==> config.mk <==
export PLATFORM = sky130hd
export DESIGN_NAME = cpcm_div
export DESIGN_NICKNAME = d
export VERILOG_FILES = /design/src/rtl/cpcm_pkg.sv /design/src/rtl/cpcm_div.sv
export SDC_FILE = /design/constraint.sdc
export NUM_CORES = 2
export LEC_CHECK = 0
export ABC_CLOCK_PERIOD_IN_PS = 4300
export CAP_MARGIN = 20
export CORE_AREA = 2 2 423 425
export DETAILED_ROUTE_END_ITERATION = 6
export DIE_AREA = 0 0 425 427
export DONT_BUFFER_PORTS = 1
export GPL_TIMING_DRIVEN = 1
export PLACE_DENSITY = 0.76
export SKIP_LAST_GASP = 1
export SYNTH_ARGS = -nofsm -noshare
export SYNTH_HDL_FRONTEND = slang
export SYNTH_MEMORY_MAX_BITS = 65536
export SYNTH_SLANG_ARGS = --single-unit
==> constraint.sdc <==
create_clock -name clock -period 4.3 [get_ports clock]
set_clock_uncertainty 0.05 [all_clocks]
set_input_delay 0.215 -clock clock [delete_from_list [all_inputs] [get_ports clock]]
set_output_delay 0.215 -clock clock [all_outputs]
set_load 0.05 [all_outputs]
==> src/rtl/cpcm_pkg.sv <==
// Shared types and constants for the circle pair collision unit.
// Depends on nothing; every other file refers to it by scoped names.
`timescale 1ns / 1ps
package cpcm_pkg;
   localparam int MASK_BITS = 16;
   localparam int POS_W = 24;
   localparam int DIFF_W = 25;
   localparam int RAD_W = 16;
   localparam int RS_W = 17;
   localparam int D2_W = 51;
   localparam int SQ_IN_W = 34;
   localparam int FINE_SHIFT = 28;
   localparam int ROOT_W = 31;
   localparam int SQRT_STAGES = 31;
   localparam int ABS_W = 17;
   localparam int Q_W = 15;
   localparam int NUM_W = ABS_W + FINE_SHIFT + 1;
   localparam int PEN_W = 17;
   localparam int NORM_W = 16;
   localparam logic [NORM_W-1:0] NORM_ONE = 16'd16384;
   // Front end 3, root 31, divider 16, output register 1.
   localparam int LATENCY = 3 + SQRT_STAGES + Q_W + 1 + 1;

   typedef struct packed {
      logic              hit;
      logic              zero;
      logic [RS_W-1:0]   rs;
      logic [RAD_W-1:0]  ar;
      logic [ABS_W-1:0]  adx;
      logic [ABS_W-1:0]  ady;
      logic              neg_x;
      logic              neg_y;
   } side_type;
endpackage

==> src/rtl/cpcm_div.sv <==
// Two-lane pipelined restoring divider for the normal components, one quotient
// bit per stage, rounding to nearest. Depends on cpcm_pkg.
`timescale 1ns / 1ps
module cpcm_div (
   input  logic                          clock,
   input  logic                          reset,
   input  logic                          in_valid,
   input  logic [cpcm_pkg::ROOT_W-1:0]   fine_in,
   input  cpcm_pkg::side_type            side_in,
   output logic                          out_valid,
   output logic [cpcm_pkg::ROOT_W-1:0]   fine_out,
   output logic [cpcm_pkg::Q_W-1:0]      qx_out,
   output logic [cpcm_pkg::Q_W-1:0]      qy_out,
   output cpcm_pkg::side_type            side_out
);
   localparam int N = cpcm_pkg::Q_W + 1;
   localparam int NW = cpcm_pkg::NUM_W;
   localparam int QW = cpcm_pkg::Q_W;

   logic                          v_ff    [0:N-1];
   logic [cpcm_pkg::ROOT_W-1:0]   f_ff    [0:N-1];
   logic [cpcm_pkg::ROOT_W-1:0]   rx_ff   [0:N-1];
   logic [cpcm_pkg::ROOT_W-1:0]   ry_ff   [0:N-1];
   logic [NW-1:0]                 nx_ff   [0:N-1];
   logic [NW-1:0]                 ny_ff   [0:N-1];
   cpcm_pkg::side_type            side_ff [0:N-1];

   logic [NW-1:0] nx_in, ny_in;
   logic [NW-1:0] half;

   // The quotient never exceeds one in Q1.14, so the top part of the
   // numerator already sits below the divisor and seeds the remainder.
   assign half = NW'(fine_in >> 1);
   assign nx_in = {1'b0, side_in.adx, {cpcm_pkg::FINE_SHIFT{1'b0}}} + half;
   assign ny_in = {1'b0, side_in.ady, {cpcm_pkg::FINE_SHIFT{1'b0}}} + half;

   always_ff @(posedge clock) begin
      if (reset) begin
         v_ff[0] <= 1'b0;
      end else begin
         v_ff[0] <= in_valid;
      end
      f_ff[0] <= fine_in;
      rx_ff[0] <= cpcm_pkg::ROOT_W'(nx_in >> QW);
      ry_ff[0] <= cpcm_pkg::ROOT_W'(ny_in >> QW);
      nx_ff[0] <= nx_in;
      ny_ff[0] <= ny_in;
      side_ff[0] <= side_in;
   end

   for (genvar k = 1; k < N; k++) begin : g_step
      localparam int BIT = QW - k;
      logic [cpcm_pkg::ROOT_W:0]    shx, shy;
      logic [cpcm_pkg::ROOT_W-1:0]  rx_in, ry_in;
      logic [NW-1:0]                qx_in, qy_in;

      assign shx = {rx_ff[k-1], nx_ff[k-1][BIT]};
      assign shy = {ry_ff[k-1], ny_ff[k-1][BIT]};

      always_comb begin
         qx_in = nx_ff[k-1];
         qy_in = ny_ff[k-1];
         if (shx >= {1'b0, f_ff[k-1]}) begin
            rx_in = cpcm_pkg::ROOT_W'(shx - {1'b0, f_ff[k-1]});
            qx_in[BIT] = 1'b1;
         end else begin
            rx_in = shx[cpcm_pkg::ROOT_W-1:0];
            qx_in[BIT] = 1'b0;
         end
         if (shy >= {1'b0, f_ff[k-1]}) begin
            ry_in = cpcm_pkg::ROOT_W'(shy - {1'b0, f_ff[k-1]});
            qy_in[BIT] = 1'b1;
         end else begin
            ry_in = shy[cpcm_pkg::ROOT_W-1:0];
            qy_in[BIT] = 1'b0;
         end
      end

      always_ff @(posedge clock) begin
         if (reset) begin
            v_ff[k] <= 1'b0;
         end else begin
            v_ff[k] <= v_ff[k-1];
         end
         f_ff[k] <= f_ff[k-1];
         rx_ff[k] <= rx_in;
         ry_ff[k] <= ry_in;
         nx_ff[k] <= qx_in;
         ny_ff[k] <= qy_in;
         side_ff[k] <= side_ff[k-1];
      end
   end

   // The low bits of the numerator words have been replaced by quotient bits.
   assign out_valid = v_ff[N-1];
   assign fine_out = f_ff[N-1];
   assign qx_out = nx_ff[N-1][QW-1:0];
   assign qy_out = ny_ff[N-1][QW-1:0];
   assign side_out = side_ff[N-1];
endmodule

* Word-level counts from Yosys, hierarchy flattened
Memory sizes are Yosys's and may differ from the RTL's.
Cells that the tools add are included.
** Word-level totals
- Input port bits :: 105
- Bits in writable memories :: 4112
- Output and inout bits :: 133
- Memories kept :: 7
- Word-level logic and storage cells :: 164
- Register bits :: 0
** Operators by class
- Bitwise logic cells :: 16
- Add/subtract/negate cells :: 32
- Magnitude comparators :: 30
- Multiplexer cells :: 79
** Memory list
- side_ff :: depth 16, width 71, read ports 16, clocked after Yosys merged registers in 0, wr ports 16, RTL line cpcm_div.sv:26 : cpcm_pkg::side_type side_ff [0:N-1];
- nx_ff :: depth 16, width 46, read ports 16, clocked after Yosys merged registers in 0, wr ports 16, RTL line cpcm_div.sv:24 : logic [NW-1:0] nx_ff [0:N-1];
- ny_ff :: depth 16, width 46, read ports 16, clocked after Yosys merged registers in 0, wr ports 16, RTL line cpcm_div.sv:25 : logic [NW-1:0] ny_ff [0:N-1];
- f_ff :: depth 16, width 31, read ports 16, clocked after Yosys merged registers in 0, wr ports 16, RTL line cpcm_div.sv:21 : logic [cpcm_pkg::ROOT_W-1:0] f_ff [0:N-1];
- rx_ff :: depth 16, width 31, read ports 15, clocked after Yosys merged registers in 0, wr ports 16, RTL line cpcm_div.sv:22 : logic [cpcm_pkg::ROOT_W-1:0] rx_ff [0:N-1];
- ry_ff :: depth 16, width 31, read ports 15, clocked after Yosys merged registers in 0, wr ports 16, RTL line cpcm_div.sv:23 : logic [cpcm_pkg::ROOT_W-1:0] ry_ff [0:N-1];
- 1 more memories
** Operator list (count)
- greater-or-equal comparator 32 x 31 -> 1 bit :: 30
- 2-to-1 mux 31 bit :: 30
- subtractor 31 bit :: 30
- adder 45 x 30 -> 46 bit :: 2
- 2-to-1 mux 1 bit :: 49
- OR 1 bit :: 16

* Depth between registers and ports, before layout
- Depth after elaboration :: 3
- Depth in mapped cells :: 15
- Depth with buffers taken out :: 14

* Worst setup path before layout
OpenSTA, ideal clock, no wires.
- Path kind :: register to register
- Start point :: memory nx_ff[0][329] (netlist bit)
- End point :: memory rx_ff[1][27] (netlist bit)
- Library setup time :: 121 ps
- Path buffers :: 1
- Period minus slack after synthesis :: 3405 ps
- Cell stages (with the launch flop) :: 15
- Path slack :: 895 ps
- Required time :: 4129 ps
- Data arrival time :: 3234 ps
- Cells stage by stage :: dfxtp_1 -> inv_1 -> ha_1 -> fa_1 -> nor2b_1 -> o31a_1 -> nor3_1 -> o2111a_1 -> o41ai_4 -> o21a_1 -> nor2_1 -> o41a_1 -> buf_6 -> inv_2 -> mux2_2
** RTL lines (RTL line)
- from (decl) :: cpcm_div.sv:24
- to (decl) :: cpcm_div.sv:22

==> run metrics <==
status=finished with violations; failing checks=design-rule violations, negative setup slack; Post-synth EDFFs=0; Hold Fails Final Rpt=0; largest net degree at the start of global routing=60; LEAKAGE=56.4 nW; Worst Hold Depth=2; crit-path max cell delay=roughly 440 ps; ys flop type=dfxtp_1; family with the most delay on the worst path=compound AO/OA/AOI/OAI gates; routed via count=81.9k; Seq/Total Area, Yosys=around half; post-route cell area=between 0.1 and 0.15 sq mm; Post-synth ARST share=0%; syn nets=12.0k; DRT Pass-1 Iters=7; Core Rows=approximately 160; Slew @ Worst Pin=about 1200 ps; Total GRT Usage=approximately a third; CP max stage cell=fa_2; clock sinks=about 2.8k; crit-path max FO=5; DR vias/cell=between 5 and 6; Hold Crit Start=reset; worst path arrival time=5120 ps; share of cells above drive strength 1=8.64%; area leader, netlist=dfxtp_1; Detailed Route WL=around 310000 um; DIE WIDTH=~430 um; Clk Latency, worst-skew pair=1000 ps; cell count after placement=between 10k and 15k; CP endpoint kind=flop; worst path buffer plus inverter count=2; Die ar.=between 0.15 and 0.2 sq mm; CTS tree=yes; CTS buffer count=between 200 and 300; DR WL/cell=approximately 23 um; Post-Syn Instances=~11k; Setup Crit Path Kind=reg -> reg; maxcap violations=0; cell breakdown of the critical path=inv_1, ha_2, fa_2, nor2b_1, o31a_1, o21bai_1, a211o_1, a21oi_1, o311ai_0, buf_4, o31ai_1, a21oi_1, xnor2_1, mux2_2; H-tree levels=5; Clock transition at path regs=around 70 ps; root buf cell=clkbuf_16; initial antenna violation count=21; residual DRC count=4; WHS Endpoint=v_ff[1]; worst flop-to-flop path endpoint=rx_ff[1][212]; Syn Std Cell Area=0.111 sq mm; fin util=a little over 70%; GRT overflow=0; Finish-stage setup viols=27; PnR worst setup slack=-65.2 ps; yosys warns=0; CP required=5060 ps; Seq cells post-synth=roughly 2.8k; final net count=about 12k; Clock Tree Buf Depth=4; Peak supply drop=approximately 0.00057 V; most frequent CP cell=a21oi_1; Post-DP HPWL=around 220000 um; Area Overhead vs Synth=13.0%; R2R depth=14; area share of the largest cell type after synthesis=~50%; PwrDens=894 mW/mm^2; Mean Syn Cell Area=roughly 10 sq um; IO buf count=0; worst r2r src=nx_ff[1][231]; first-pass GRT wire length=~470000 um; Final Max Tran Viols=0; number of DRC markers in iteration 0=about 7.0k; Distinct cells, synth=a little under 100; Hold WS=~130 ps; Slew HR=about a fifth; GP Congestion=slightly above 1; min Tclk post-route=roughly 4400 ps; initial core utilization=between 60% and 70%; ANT nets after route=0; Max Clock Freq=229 MHz; Area contributors post-synth=dfxtp_1 50%, ha_1 10%, a21oi_1 4.0%, xnor2_1 3.5%, mux2_2 3.4%; Die H=427 um; vias in the first global route=82.6k; final period utilization=102%; Worst setup SP type=flop; core area=approximately 0.18 sq mm; I/O pin count=roughly 240; worst min-delay path class=in -> reg; Non-Filler Instances=between 10k and 15k; placed inst area=approximately 0.11 sq mm; reg-to-reg slack, setup=-70 ps
==> cell usage in the layout (no fill, tap or decap), drive strengths merged, types with 40 or more instances in the layout <==
cell type / n
a211oi: 74
a21o: 445
a21oi: 898
a31oi: 89
and3: 97
buf: 121
clkbuf: 383
clkinv: 45
dfxtp: 2792
dlygate4sd3: 214
ha: 906
inv: 664
mux2: 339
nand2: 796
nand2b: 103
nand3: 169
nand4: 130
nor2: 569
nor2b: 146
nor3: 95
o21a: 126
o21ai: 773
o21bai: 98
o31a: 40
o31ai: 51
xnor2: 444
xor2: 313
==> Yosys cell counts, drive strengths merged, types with 95 or more instances <==
cell	n
dfxtp	2792
ha	906
a21oi	898
nand2	796
o21ai	773
inv	655
nor2	569
a21o	445
xnor2	444
mux2	339
xor2	313
clkbuf	182
nand3	169
nor2b	146
nand4	130
o21a	126
buf	115
nand2b	103
o21bai	98
and3	97
nor3	95
==> worst max-delay path by stage <==
stage,start,end,cells after the start
final,nx_ff[1][231],rx_ff[1][212],14
after detailed placement,f_ff[1][14],ry_ff[0][92],14
after CTS,nx_ff[1][231],ry_ff[1][210],14
after floorplan,nx_ff[0][329],rx_ff[1][27],14
after global placement,f_ff[1][14],ry_ff[0][92],14
after global routing,nx_ff[1][231],rx_ff[1][209],14
==> state kept, by name, indices dropped and copies added, names as in the netlist <==
| signal | flops |
|---|---|
| nx_ff | 291 |
| ny_ff | 138 |
| v_ff | 16 |
| ry_ff | 434 |
| rx_ff | 434 |
| side_ff | 1136 |
| f_ff | 343 |
==> worst register-to-register path: stages (launching register included) <==
cell	delay, ps
dfxtp_1	390
inv_1	150
ha_2	280
fa_2	440
nor2b_1	330
o31a_1	310
o21bai_1	160
a211o_1	360
a21oi_1	430
o311ai_0	220
buf_4	200
o31ai_1	340
a21oi_1	160
xnor2_1	150
mux2_2	260
==> power by group <==
| group | internal, mW | switching [mW] | leakage, nW | total, mW |
|---|---|---|---|---|
| logic | 21.3 | 27.7 | 28.3 | 49.0 |
| registers | 32.5 | 5.57 | 23.5 | 38.1 |
| clock network | 14.9 | 10.4 | 4.59 | 25.2 |
==> per-layer routing <==
metal  up-vias  part of all wire (%)  track usage, %  wire, um
met4        20                   5.8            18.1     18400
met5         -                 0.047               0       147
met1     38453                    39            39.1    122000
met2      3381                    48            58.7    152000
met3      1072                   6.8            7.16     21400
li1      38990                     -               -         -
==> cell families after synthesis <==
| logic type | Yosys count | share of synthesized area (%) |
|---|---|---|
| XOR/XNOR | 757 | 5.97 |
| buffers and inverters | 952 | 3.53 |
| flip-flops | 2792 | 50.3 |
| AND/OR/NAND/NOR | 2293 | 9.68 |
| adder cells (fa/ha/maj) | 935 | 10.7 |
| AO/OA/AOI/OAI | 2900 | 16.2 |
| multiplexers | 358 | 3.61 |
==> final cells by class <==
cell class                      instances  area (sq um)
Inverter                              655          2460
Tap cell                             2355          2950
Fill cell                           12655         51700
Sequential cell                      2792         55900
Clock buffer                          383          8110
Clock inverter                        102          1320
Multi-Input combinational cell       7243         51500
Timing Repair Buffer                  335          3310
Antenna cell                           12          30.0
==> through the flow <==
stage	total power [mW]	worst slack, ps	setup TNS [ps]
5_1_grt	119	-79.2	-1340
3_5_place_dp	84.9	113	0
2_1_floorplan	71.5	895	0
6_report	112	-65.2	-886
3_3_place_gp	83.9	165	0
4_1_cts	111	38.2	0
==> timing repair <==
| item | in CTS | in global routing |
|---|---|---|
| resized for setup | 2 | 20 |
| hold buffers | 214 | 0 |
| setup buffers | 0 | 2 |
| hold endpoints to repair | 154 | 0 |
| pin swaps | 0 | 2 |
| endpoints found under the setup margin | 29 | 77 |
Power figures use the tool's default switching activity.
