[src/rtl/cpcm_pkg.sv]
// Shared types and constants for the circle pair collision unit.
// Depends on nothing; every other file refers to it by scoped names.
`timescale 1ns / 1ps
package cpcm_pkg;
   localparam int MASK_BITS = 16;
   localparam int POS_W = 24;
   localparam int DIFF_W = 25;
   localparam int RAD_W = 16;
   localparam int RS_W = 17;
   localparam int D2_W = 51;
   localparam int SQ_IN_W = 34;
   localparam int FINE_SHIFT = 28;
   localparam int ROOT_W = 31;
   localparam int SQRT_STAGES = 31;
   localparam int ABS_W = 17;
   localparam int Q_W = 15;
   localparam int NUM_W = ABS_W + FINE_SHIFT + 1;
   localparam int PEN_W = 17;
   localparam int NORM_W = 16;
   localparam logic [NORM_W-1:0] NORM_ONE = 16'd16384;
   // Front end 3, root 31, divider 16, output register 1.
   localparam int LATENCY = 3 + SQRT_STAGES + Q_W + 1 + 1;

   typedef struct packed {
      logic              hit;
      logic              zero;
      logic [RS_W-1:0]   rs;
      logic [RAD_W-1:0]  ar;
      logic [ABS_W-1:0]  adx;
      logic [ABS_W-1:0]  ady;
      logic              neg_x;
      logic              neg_y;
   } side_type;
endpackage

[src/rtl/cpcm_front.sv]
// Front end: differences, squares and the overlap test, three register stages.
// Depends on cpcm_pkg.
`timescale 1ns / 1ps
module cpcm_front (
   input  logic                               clock,
   input  logic                               reset,
   input  logic                               in_valid,
   input  logic signed [cpcm_pkg::POS_W-1:0]  a_x,
   input  logic signed [cpcm_pkg::POS_W-1:0]  a_y,
   input  logic [cpcm_pkg::RAD_W-1:0]         a_r,
   input  logic [cpcm_pkg::MASK_BITS-1:0]     a_m,
   input  logic signed [cpcm_pkg::POS_W-1:0]  b_x,
   input  logic signed [cpcm_pkg::POS_W-1:0]  b_y,
   input  logic [cpcm_pkg::RAD_W-1:0]         b_r,
   input  logic [cpcm_pkg::MASK_BITS-1:0]     b_m,
   output logic                               out_valid,
   output logic [cpcm_pkg::SQ_IN_W-1:0]       d2_out,
   output cpcm_pkg::side_type                 side_out
);
   // Stage 1
   logic v1_ff, v1_in;
   logic signed [cpcm_pkg::DIFF_W-1:0] dx1_ff, dx1_in, dy1_ff, dy1_in;
   logic [cpcm_pkg::RS_W-1:0] rs1_ff, rs1_in;
   logic [cpcm_pkg::RAD_W-1:0] ar1_ff;
   logic excl1_ff, excl1_in;
   // Stage 2
   logic v2_ff;
   logic [2*cpcm_pkg::DIFF_W-1:0] sx2_ff, sx2_in, sy2_ff, sy2_in;
   logic [2*cpcm_pkg::RS_W-1:0] rr2_ff, rr2_in;
   logic [cpcm_pkg::DIFF_W-1:0] adx2_ff, adx2_in, ady2_ff, ady2_in;
   logic nx2_ff, ny2_ff, excl2_ff;
   logic [cpcm_pkg::RS_W-1:0] rs2_ff;
   logic [cpcm_pkg::RAD_W-1:0] ar2_ff;
   // Stage 3
   logic v3_ff;
   logic [cpcm_pkg::D2_W-1:0] d2_sum;
   logic [cpcm_pkg::SQ_IN_W-1:0] d2_3_ff;
   cpcm_pkg::side_type side3_ff, side3_in;

   assign v1_in = in_valid;
   assign dx1_in = cpcm_pkg::DIFF_W'(a_x) - cpcm_pkg::DIFF_W'(b_x);
   assign dy1_in = cpcm_pkg::DIFF_W'(a_y) - cpcm_pkg::DIFF_W'(b_y);
   assign rs1_in = {1'b0, a_r} + {1'b0, b_r};
   assign excl1_in = |(a_m & b_m);

   assign adx2_in = dx1_ff[cpcm_pkg::DIFF_W-1] ? -dx1_ff : dx1_ff;
   assign ady2_in = dy1_ff[cpcm_pkg::DIFF_W-1] ? -dy1_ff : dy1_ff;
   assign sx2_in = {{cpcm_pkg::DIFF_W{1'b0}}, adx2_in} * {{cpcm_pkg::DIFF_W{1'b0}}, adx2_in};
   assign sy2_in = {{cpcm_pkg::DIFF_W{1'b0}}, ady2_in} * {{cpcm_pkg::DIFF_W{1'b0}}, ady2_in};
   assign rr2_in = {{cpcm_pkg::RS_W{1'b0}}, rs1_ff} * {{cpcm_pkg::RS_W{1'b0}}, rs1_ff};

   assign d2_sum = {1'b0, sx2_ff} + {1'b0, sy2_ff};

   always_comb begin
      side3_in.hit = !excl2_ff && (d2_sum <= {{(cpcm_pkg::D2_W-2*cpcm_pkg::RS_W){1'b0}}, rr2_ff});
      side3_in.zero = (d2_sum == '0);
      side3_in.rs = rs2_ff;
      side3_in.ar = ar2_ff;
      side3_in.adx = adx2_ff[cpcm_pkg::ABS_W-1:0];
      side3_in.ady = ady2_ff[cpcm_pkg::ABS_W-1:0];
      side3_in.neg_x = nx2_ff;
      side3_in.neg_y = ny2_ff;
   end

   always_ff @(posedge clock) begin
      if (reset) begin
         v1_ff <= 1'b0;
         v2_ff <= 1'b0;
         v3_ff <= 1'b0;
      end else begin
         v1_ff <= v1_in;
         v2_ff <= v1_ff;
         v3_ff <= v2_ff;
      end
      dx1_ff <= dx1_in;
      dy1_ff <= dy1_in;
      rs1_ff <= rs1_in;
      ar1_ff <= a_r;
      excl1_ff <= excl1_in;
      sx2_ff <= sx2_in;
      sy2_ff <= sy2_in;
      rr2_ff <= rr2_in;
      adx2_ff <= adx2_in;
      ady2_ff <= ady2_in;
      // A positive difference means b lies below a, so that normal is negative.
      nx2_ff <= !dx1_ff[cpcm_pkg::DIFF_W-1] && (dx1_ff != '0);
      ny2_ff <= !dy1_ff[cpcm_pkg::DIFF_W-1] && (dy1_ff != '0);
      excl2_ff <= excl1_ff;
      rs2_ff <= rs1_ff;
      ar2_ff <= ar1_ff;
      d2_3_ff <= d2_sum[cpcm_pkg::SQ_IN_W-1:0];
      side3_ff <= side3_in;
   end

   assign out_valid = v3_ff;
   assign d2_out = d2_3_ff;
   assign side_out = side3_ff;
endmodule

[config.mk]
export PLATFORM = sky130hd
export DESIGN_NAME = cpcm_front
export DESIGN_NICKNAME = d
export VERILOG_FILES = /design/src/rtl/cpcm_pkg.sv /design/src/rtl/cpcm_front.sv
export SDC_FILE = /design/constraint.sdc
export NUM_CORES = 2
export LEC_CHECK = 0
export BUFFER_PORTS_ARGS = -buffer_cell sky130_fd_sc_hd__buf_2
export CELL_PAD_IN_SITES_DETAIL_PLACEMENT = 0
export CELL_PAD_IN_SITES_GLOBAL_PLACEMENT = 1
export CORE_MARGIN = 5
export CORE_UTILIZATION = 54
export DETAILED_ROUTE_END_ITERATION = 8
export GPL_TIMING_DRIVEN = 0
export PLACE_DENSITY_LB_ADDON = 0.1
export SETUP_SLACK_MARGIN = 0.3
export SYNTH_ARGS = -nofsm -noshare
export SYNTH_HDL_FRONTEND = slang
export SYNTH_SLANG_ARGS = --single-unit
export TNS_END_PERCENT = 1
[constraint.sdc]
create_clock -name clock -period 14.08 [get_ports clock]
set_clock_uncertainty 0.2 [all_clocks]
set_input_delay 2.112 -clock clock [delete_from_list [all_inputs] [get_ports clock]]
set_output_delay 2.112 -clock clock [all_outputs]
set_load 0.05 [all_outputs]
## Yosys cells after proc, flatten, opt, wreduce, memory -nomap -nowiden

Cells that the tools add are included.

- Reductions and logical operators: 10
- Multiply operators: 3
- Bitwise operators: 1
- Add/sub/neg operators: 6
- Order comparisons: 1
- Mux-type cells: 2

Operators by type and width:

| kind | number |
|---|---|
| $mul A25 B25 Y50 | 2 |
| $add A50 B50 Y51 | 1 |
| $le A51 B34 Y1 | 1 |
| $logic_not A51 Y1 | 1 |
| $mux W25 | 2 |
| $neg A25 Y25 | 2 |
| $reduce_bool A25 Y1 | 2 |
| $sub A24 B24 Y25 | 2 |
| $mul A17 B17 Y34 | 1 |
| $add A16 B16 Y17 | 1 |
| $and A16 B16 Y16 | 1 |
| $reduce_or A16 Y1 | 1 |
| $logic_and A1 B1 Y1 | 3 |
| $logic_not A1 Y1 | 3 |

- Bits in registers: 396
- Output and inout port bits: 106
- Input port bits: 163

## Longest topological paths before layout

- Word-level depth: 3
- Depth in mapped cells: 39
- Mapped depth without buffers: 38

## Worst setup path before layout

OpenSTA, ideal clock, no wires.

- Path type: register to register
- Start: reg dx1_ff[6] (netlist bit)
- End: reg sx2_ff[49] (netlist bit)
- Cell stages (with the launch flop): 38
- Period minus slack after synthesis: 9,552 ps
- Data arrival time: 9,231 ps
- Buffers on the path: 1
- Library setup time: 121 ps
- Setup slack: 4,528 ps
- Cells stage by stage: dfxtp_1 > or4_4 > nor4_2 > nand2b_1 > or2_1 > or3_1 > or3_1 > nand2b_1 > o21ai_1 > xor2_1 > clkbuf_1 > nor2_1 > fa_1 > inv_1 > fa_1 > inv_1 > fa_1 > inv_1 > (+2 left out) > fa_1 > fa_1 > inv_1 > fa_1 > inv_1 > ha_1 > and4_1 > and2_1 > nand2b_1 > a2111oi_0 > nor3_1 > o21bai_1 > a211oi_1 > nor4_1 > nor4_1 > o21bai_1 > a21oi_1 > xnor2_1

- Cells in the longest elaborated chain, start to end: 3

Ends and longest elaborated chain:

| element | line | text |
|---|---|---|
| from (decl) | cpcm_front.sv:22 | `logic signed [cpcm_pkg::DIFF_W-1:0] dx1_ff, dx1_in, dy1_ff, dy1_in;` |
| from (signal assigned) | cpcm_front.sv:75 | `dx1_ff <= dx1_in;` |
| $neg A25 Y25 | cpcm_front.sv:46 | `assign adx2_in = dx1_ff[cpcm_pkg::DIFF_W-1] ? -dx1_ff : dx1_ff;` |
| $mux W25 * | cpcm_front.sv:46 |  |
| $mul A25 B25 Y50 * | cpcm_front.sv:48 | `assign sx2_in = {{cpcm_pkg::DIFF_W{1'b0}}, adx2_in} * {{cpcm_pkg::DIFF_W{1'b0}}, adx2_in};` |
| named net sx2_in (one bit) | cpcm_front.sv:28 | `logic [2*cpcm_pkg::DIFF_W-1:0] sx2_ff, sx2_in, sy2_ff, sy2_in;` |
| to (signal assigned) | cpcm_front.sv:80 | `sx2_ff <= sx2_in;` |
| to (decl) | cpcm_front.sv:28 |  |

The timed path passes the listed nets; every way through them passes the cells marked *.
A chain may end at the register's enable or synchronous reset.

## Final worst setup path

- Start: reg dx1_ff[0] (netlist bit)
- End: reg sx2_ff[49] (netlist bit)

- Cells in the longest elaborated chain, start to end: 3

Ends and longest elaborated chain:

| element | line | text |
|---|---|---|
| $neg A25 Y25 | cpcm_front.sv:46 |  |
| $mux W25 | cpcm_front.sv:46 |  |
| named net adx2_in (one bit) | cpcm_front.sv:30 | `logic [cpcm_pkg::DIFF_W-1:0] adx2_ff, adx2_in, ady2_ff, ady2_in;` |
| $mul A25 B25 Y50 | cpcm_front.sv:48 |  |
| named net sx2_in (one bit) | cpcm_front.sv:28 |  |

The timed path passes the listed nets, and every way through them passes these cells.

==> results.toml <==
[logic_synthesis]
netlist_area_sq_um = 57360
avgSynthCellArea_sq_um = 9.285
yosysSeqAreaShare = 0.1361
syn_inst = 6177
synth-warning-count = 0
yosys.cell_types.count = 81
synth_top_flop_cell = "dfxtp_1"
synth_edf_count = 0
ys_ff_latch = 390
async_flop_share = 0

[drt]
routed_wl_microns = 146300
via_per_inst = 5.218
drcViolationCount = 0
wl_per_cell_microns = 18.40
ant_nets = 0
num_vias = 41480
dr.first_iter.drc_count = 2275
drt_first_pass_iters = 5

[timing]
rsz0062_at_grt = "no"
fmax_mhz = 75.19
finalSetupTns_ns = 0
timing.final.max_slew_violations = 0
min_period_over_period = 0.9446
worstMarginPinSlew_ns = 1.487
finalSetupViolations = 0
slew_headroom = 0.001382
fin_crit_ns = 13.30
hold_viol_final = 0

[placement]
port_buffers = 268
routabilityCongestion = 0.9520
hpwl_microns = 124000

[clocking]
cts_made_buffers = 43
ctsResizeCount = 0
cts.sinks = 390
cts_tree = "done"
holdBufCountCts = 0
clock-root-buffer = "clkbuf_16"
clk_latency_ns = 0.63
clock_path_buffers = 3
post_cts_buffers = 0
clk_pin_slew_ns = 0.06
cts_max_level = 2

[critical_path]
slowest_stage = "a2111oi_0"
crit_path_start_kind = "register"
critPathArrivalTime_ns = 13.61
cp_max_fo = 11
path_common_cell = "fa_1"
cp_num_buf_inv = 10
critPathTopFamily = "adder cells"
crit_type = "reg -> reg"
worst_ep_required_time_ns = 14.39
slowest_delay_ns = 1.22
endpoint_kind = "register"

[floorplanning]
die_area_sq_um = 112800
rows = 119
start_util = 0.5441
die_y_microns = 335.9
die_x_microns = 335.9
io_pins = 269
core_area_sq_um = 105400

[grt]
grt_max_degree = 16
grt_pass1_wl_microns = 235500
grt_usage = 0.2671
antenna_found_initial = 5
grt_pass1_vias = 44590
grt-ovfl-total = 0

[run_status]
violations = "max-capacitance violations"
status = "complete, but fails checks"

[job]
cap_viol_max_count = 2

[final_layout]
synthToLayoutAreaGrowth_pct = 8.161
fin_nets = 8436
seq_area_sq_um = 7807
multi_input_area_sq_um = 42750
n_fill_cell = 9629
layout-drive-gt1-share = 0.05933

[worst_hold_path]
hp-class = "reg -> reg"
-- per-stage QoR --
stage	hold slack (ns)	std cells	setup WS, ns	instance area, sq um	utilization
final	0.09054	7949	0.7795	62040	0.5885
after global routing	0.1139	7948	0.4773	62030	0.5885
after CTS	0.09763	7948	1.126	62030	0.5884
after detailed placement	0.1121	7872	1.177	60600	0.5749
after global placement	0.1104	7871	1.203	60570	0.5746
after floorplan	0.1096	6212	4.528	57490	-
-- logic make-up (layout without fill, tap and decap cells) --
group	count (synthesis)	in the layout	synth area share
mux	6	6	0.001113
compound gates	646	646	0.07325
fa+ha+maj	1747	1747	0.5289
xor+xnor	267	267	0.04077
other cells	2	38	0.0001309
flops	390	390	0.1361
simple gates	1266	1266	0.09834
buf+inv	1853	2198	0.1214
-- cell usage in the layout, fill, tap and decap left out, types with 111 or more instances in the layout --
| cell | netlist | layout |
|---|---|---|
| xnor2_1 | 168 | 166 |
| o21ai_0 | 111 | 111 |
| a21oi_1 | 193 | 193 |
| buf_2 | 6 | 274 |
| nor2_1 | 388 | 388 |
| dfxtp_1 | 390 | 390 |
| ha_1 | 618 | 618 |
| nand2_1 | 519 | 519 |
| inv_1 | 1712 | 1712 |
| fa_1 | 1129 | 1129 |
| clkbuf_1 | 114 | 121 |
-- cells in the mapped netlist (39+ instances only) --
library cell / count / area [sq um]
a21o_1: 101 / 758.2
a21oi_1: 193 / 965.9
and2_1: 76 / 475.5
clkbuf_1: 114 / 427.9
dfxtp_1: 390 / 7807
fa_1: 1129 / 22600
ha_1: 618 / 7732
inv_1: 1712 / 6426
nand2_1: 519 / 1948
nand2b_1: 39 / 244.0
nand3_1: 50 / 250.2
nor2_1: 388 / 1456
o21ai_0: 111 / 555.5
xnor2_1: 168 / 1471
xor2_1: 99 / 867.1
-- metal layers --
layer,track usage,part of all wire,vias up
met3,0.04213,0.066,290
met2,0.4488,0.48,1195
met1,0.3574,0.42,20750
li1,-,-,19240
met4,0.08858,0.039,2
met5,0,0.000089,-
-- cell type report --
type / instances / share of cell area
diodes: 1 / 0.00004034
plain buffers: 128 / 0.007866
repair buffers: 269 / 0.02174
clock buffers: 52 / 0.01821
well taps: 1391 / 0.02805
clock inverters: 24 / 0.004800
inverters: 1725 / 0.1044
flip-flops and latches: 390 / 0.1259
multi-input cells: 3969 / 0.6891
-- sequential cells by signal, summed over array words and instances (netlist names) --
register,flops
rr2_ff,32
side_out,71
sy2_ff,48
out_valid,1
excl1_ff,1
rs1_ff,17
dy1_ff,25
ar1_ff,16
adx2_ff,17
d2_out,34
v2_ff,1
rs2_ff,17
dx1_ff,25
sx2_ff,48
ar2_ff,16
ady2_ff,17
v1_ff,1
ny2_ff,1
nx2_ff,1
excl2_ff,1
-- worst paths after layout --
kind                     start                  to  slack (ns)  cells past startpoint
min reg2reg   excl1_ff$_DFF_P_    excl2_ff$_DFF_P_        0.09                      0
min           excl1_ff$_DFF_P_    excl2_ff$_DFF_P_        0.09                      0
max reg2reg  dx1_ff[0]$_DFF_P_  sx2_ff[49]$_DFF_P_        0.78                     34
max          dx1_ff[0]$_DFF_P_  sx2_ff[49]$_DFF_P_        0.78                     34
Power is left out: the tool's default activity adds up to more than one toggle a clock period on the data nets, which glitch-free logic cannot reach.
